===== src/design/mhpq_pkg.sv =====
// Types and constants for the min-heap priority queue.
`default_nettype none

package mhpq_pkg;

    localparam int DEF_CAPACITY = 64;
    localparam int KEY_W        = 32;
    localparam int ENTRY_CNT_W  = 7;

    typedef logic signed [KEY_W-1:0] key_t;

    typedef enum logic {
        ACT_INSERT = 1'b0,
        ACT_REMOVE = 1'b1
    } action_t;

    typedef enum logic [1:0] {
        ST_OK          = 2'd0,
        ST_FULL_DROP   = 2'd1,
        ST_EMPTY_IGNOR = 2'd2
    } status_t;

    typedef struct packed {
        action_t action;
        key_t    value;
    } mhpq_in_t;

    typedef struct packed {
        key_t                   min_value;
        logic [ENTRY_CNT_W-1:0] entry_count;
        logic                   is_empty;
        status_t                status;
    } mhpq_out_t;

    // Broadcast from the controller to every cell in the row
    typedef struct packed {
        logic    load;
        action_t op;
        key_t    value;
    } cell_ctrl_t;

endpackage

`default_nettype wire


===== src/design/mhpq_cell.sv =====
// One cell of the sorted key row: holds a key, shifts toward either neighbor.
`default_nettype none

module mhpq_cell
    import mhpq_pkg::*;
(
    input  wire logic       aclk,
    input  wire cell_ctrl_t ctrl,
    input  wire logic       occupied,
    input  wire key_t       key_left,
    input  wire logic       pred_left,
    input  wire key_t       key_right,
    output key_t            key,
    output logic            pred
);

    key_t key_reg;
    key_t key_next;

    // pred: new key lands at or before this cell; monotone along the row
    assign pred = !occupied || ($signed(key_reg) > $signed(ctrl.value));
    assign key  = key_reg;

    always_comb begin
        key_next = key_reg;
        if (ctrl.op == ACT_INSERT) begin
            if (pred) begin
                key_next = pred_left ? key_left : ctrl.value;
            end
        end else begin
            key_next = key_right;
        end
    end

    always_ff @(posedge aclk) begin
        if (ctrl.load) begin
            key_reg <= key_next;
        end
    end

endmodule

`default_nettype wire


===== config.mk =====
export PLATFORM = sky130hd
export DESIGN_NAME = mhpq_cell
export DESIGN_NICKNAME = d
export VERILOG_FILES = /design/src/design/mhpq_pkg.sv /design/src/design/mhpq_cell.sv
export SDC_FILE = /design/constraint.sdc
export NUM_CORES = 1
export LEC_CHECK = 0
export BUFFER_PORTS_ARGS = -buffer_cell sky130_fd_sc_hd__buf_2
export CAP_MARGIN = 20
export CORE_ASPECT_RATIO = 1.2
export CORE_UTILIZATION = 46
export CTS_CLUSTER_DIAMETER = 80
export DETAILED_ROUTE_END_ITERATION = 8
export PLACE_DENSITY = 0.85
export SLEW_MARGIN = 25
export SYNTH_ARGS = -nofsm -noshare
export SYNTH_HDL_FRONTEND = slang
export SYNTH_SLANG_ARGS = --single-unit

===== constraint.sdc =====
create_clock -name aclk -period 4.6 [get_ports aclk]
set_clock_uncertainty 0.05 [all_clocks]
set_input_delay 0.69 -clock aclk [delete_from_list [all_inputs] [get_ports aclk]]
set_output_delay 0.69 -clock aclk [all_outputs]
set_load 0.1 [all_outputs]

==> reports/results.ini <==
[clock_network]
post_cts_resize_count=0
post_cts.repair.setup_buffers=0
clockBufferDepth=2
cts_buffers=5
post_cts_hold_buffer_count=0
clock_sinks=32
cts_tree=yes
root_buffer=clkbuf_8
cts.clk_slew.worst_paths_ps=70
h-tree-depth=2
clock_latency_ps=280

[pwr]
p_leak_uw=0.00174
p_int_uw=568
switchingPower_uw=413
pwr-share-comb_pct=41.7
pwr-share-seq_pct=37.6
clkPwrFrac_pct=20.8
sw_frac_of_total_pct=42.1
power_density_nw_per_um2=298
ir_drop_uv=226

[timing]
rsz0062_at_grt=false
min_period_ps=3420
fmax_ghz=0.292
fin_hold_ws_ps=639
tightest_slew_ps=968
finalSetupTns_ps=0
hold_viol_final=0
setup_violations=0
fin_crit_sh_pct=74.4
maxSlewHeadroom_pct=35.5
slew_violations=0

[critical_path]
slowest_delay_ps=440
cp_max_fo=2
cp-start-kind=primary input
r2r_slack_ps=1570
end_kind=output port
rr_startpoint=key[21]
critical_path_class=primary input to output port
timing.rr.end=key[2]
critPathBufInv=3
arrival_ps=2680
crit_family=buffers and inverters
crit_chain=buf_2 > inv_1 > ha_1 > a21o_1 > nand3_1 > a211oi_1 > nor4_1 > mux2_4 > nand3_1 > buf_2
cpMaxStageDelayCell=buf_2
cp.required_ps=3860
r2r_cells=8

[route]
postRouteAntennaNets=0
wl_met1_um=2370
drt_iter0_markers=81
drc=0
via_count=2314
drtPass1Iterations=4
top_layer_used=met4
avgViaCountPerCell=5.14
avgRoutedWirePerCell_um=13.5
wl_met2_um=3210
wl_met3_um=306
routed_wirelength_um=6070

[global_routing]
antenna_found_initial=0
grt_max_degree=66
grt_pass1_wl_um=9670
grt_pass1_vias=2287
track_usage_pct=21.4
globalRoute.totalOverflow=0

[final_layout]
nNetsFinal=520
largest_reg_flops=32
drive_gt1_share_pct=38.4
fillers=448
syn2layout_area_growth_pct=32.1
antenna_cells=0

[synth]
ys_warn_count=0
ys_seq_area_share_pct=38.5
synth_seq_cells=32
synthCells=257
synth_fp_nets=390
mappedNetlistArea_um2=2490
ys_types=27
synth_area_per_cell_um2=9.70

[placed_design]
place_congestion=0.765
portBuffers=133
dpl.hpwl_um=4930

[floorplan]
die_w_um=69.2
die-area_um2=5720
start_util_pct=47.4
die_h_um=82.7
core_area_um2=5260
num_rows=29
ios=134

[status]
status=finished clean

[min_path]
holdPathEnd=key[18]
holdCritPathClass=primary input to flop
whs_path_depth=3
hp-start=key_right[18]

[job]
cap_violations=0

==> worst register-to-register path, cell delays in order (launching register included) <==
cell      delay, ps
edfxtp_1        410
ha_1            310
a21o_1          180
nand3_1          70
a211oi_1         60
nor4_1          360
mux2_4          360
a41oi_4         530
buf_4           370
==> metal layers <==
metal | vias up | track usage (%)
li1 | 1183 | -
met1 | 1041 | 22.2
met4 | 0 | 8.78
met2 | 75 | 41.7
met5 | - | 0
met3 | 15 | 5.10
==> logic make-up (layout without fill, tap and decap cells) <==
group,count (synthesis),count (layout),synth area share [%]
AOI/OAI and AO/OA,57,57,13.2
adders and majority gates,32,32,16.1
DFF,32,32,38.5
buffers and inverters,46,177,7.07
and+or+nand+nor,57,57,11.7
muxes,33,33,13.4
==> final cells by class <==
cell class / instances / area, µm² / share of cell area, %
clock inverters: 3 / 13.8 / 0.418
multi-input cells: 179 / 1370 / 41.5
clock buffers: 5 / 68.8 / 2.09
flip-flops and latches: 32 / 961 / 29.2
repair buffers: 134 / 673 / 20.4
inverters: 35 / 131 / 3.99
well taps: 62 / 77.6 / 2.36
==> worst max path at each step <==
| stage | from | end | slack (ps) | cells past startpoint |
|---|---|---|---|---|
| 2_1_floorplan | key[21] | pred | 820 | 7 |
| 3_3_place_gp | ctrl[14] | key[12] | 1170 | 10 |
| 4_1_cts | ctrl[21] | pred | 1180 | 10 |
| 3_5_place_dp | ctrl[21] | key[2] | 1130 | 10 |
| 6_report | ctrl[21] | pred | 1180 | 10 |
| 5_1_grt | ctrl[31] | pred | 1060 | 9 |
==> cells in the final DEF, fill, tap and decap left out <==
cell,instances
a221oi_1,1
buf_4,1
clkinv_1,1
clkinv_2,2
edfxtp_1,32
a41oi_4,1
a21o_1,4
ha_1,32
a21boi_2,1
clkbuf_8,5
nand3_1,7
nor2b_1,1
a21oi_1,12
inv_1,35
nor4_1,2
buf_2,133
o21ai_0,34
nand4_2,2
nor2_1,1
nand4_1,4
or3b_1,1
mux2_4,1
and2_1,1
nor4_2,1
a211oi_1,1
o21ai_1,2
a2111oi_2,1
nand2_1,36
nand4_4,1
mux2i_1,32
==> cells in the mapped netlist, drive strengths merged <==
library cell / n / area [µm²]
a2111oi: 1 / 15.0
a211oi: 1 / 7.51
a21boi: 1 / 11.3
a21o: 4 / 30.0
a21oi: 12 / 60.1
a221oi: 1 / 8.76
a41oi: 1 / 16.3
and2: 1 / 6.26
buf: 3 / 15.0
clkbuf: 8 / 30.0
edfxtp: 32 / 961
ha: 32 / 400
inv: 35 / 131
mux2: 1 / 15.0
mux2i: 32 / 320
nand2: 36 / 135
nand3: 7 / 35.0
nand4: 7 / 71.3
nor2: 1 / 3.75
nor2b: 1 / 6.26
nor4: 3 / 25.0
o21ai: 36 / 180
or3b: 1 / 8.76
==> power groups by stage <==
| stage | clock network [µW] | logic [µW] | registers, µW |
|---|---|---|---|
| final | 204 | 409 | 369 |
| after global routing | 221 | 439 | 372 |
| after CTS | 207 | 411 | 369 |
| after detailed placement | 0 | 409 | 375 |
| after global placement | 0 | 400 | 373 |
| after floorplan | 0 | 131 | 550 |
==> stage by stage <==
step	util, %	power (µW)	instance area (µm²)	instances	setup WS [ps]
2_1_floorplan	-	681	2490	257	818
4_1_cts	62.6	987	3290	450	1180
3_3_place_gp	61.0	774	3210	442	1170
3_5_place_dp	61.0	784	3210	442	1130
5_1_grt	62.6	1030	3290	450	1060
6_report	62.6	981	3290	450	1180
Power figures use the tool's default switching activity.
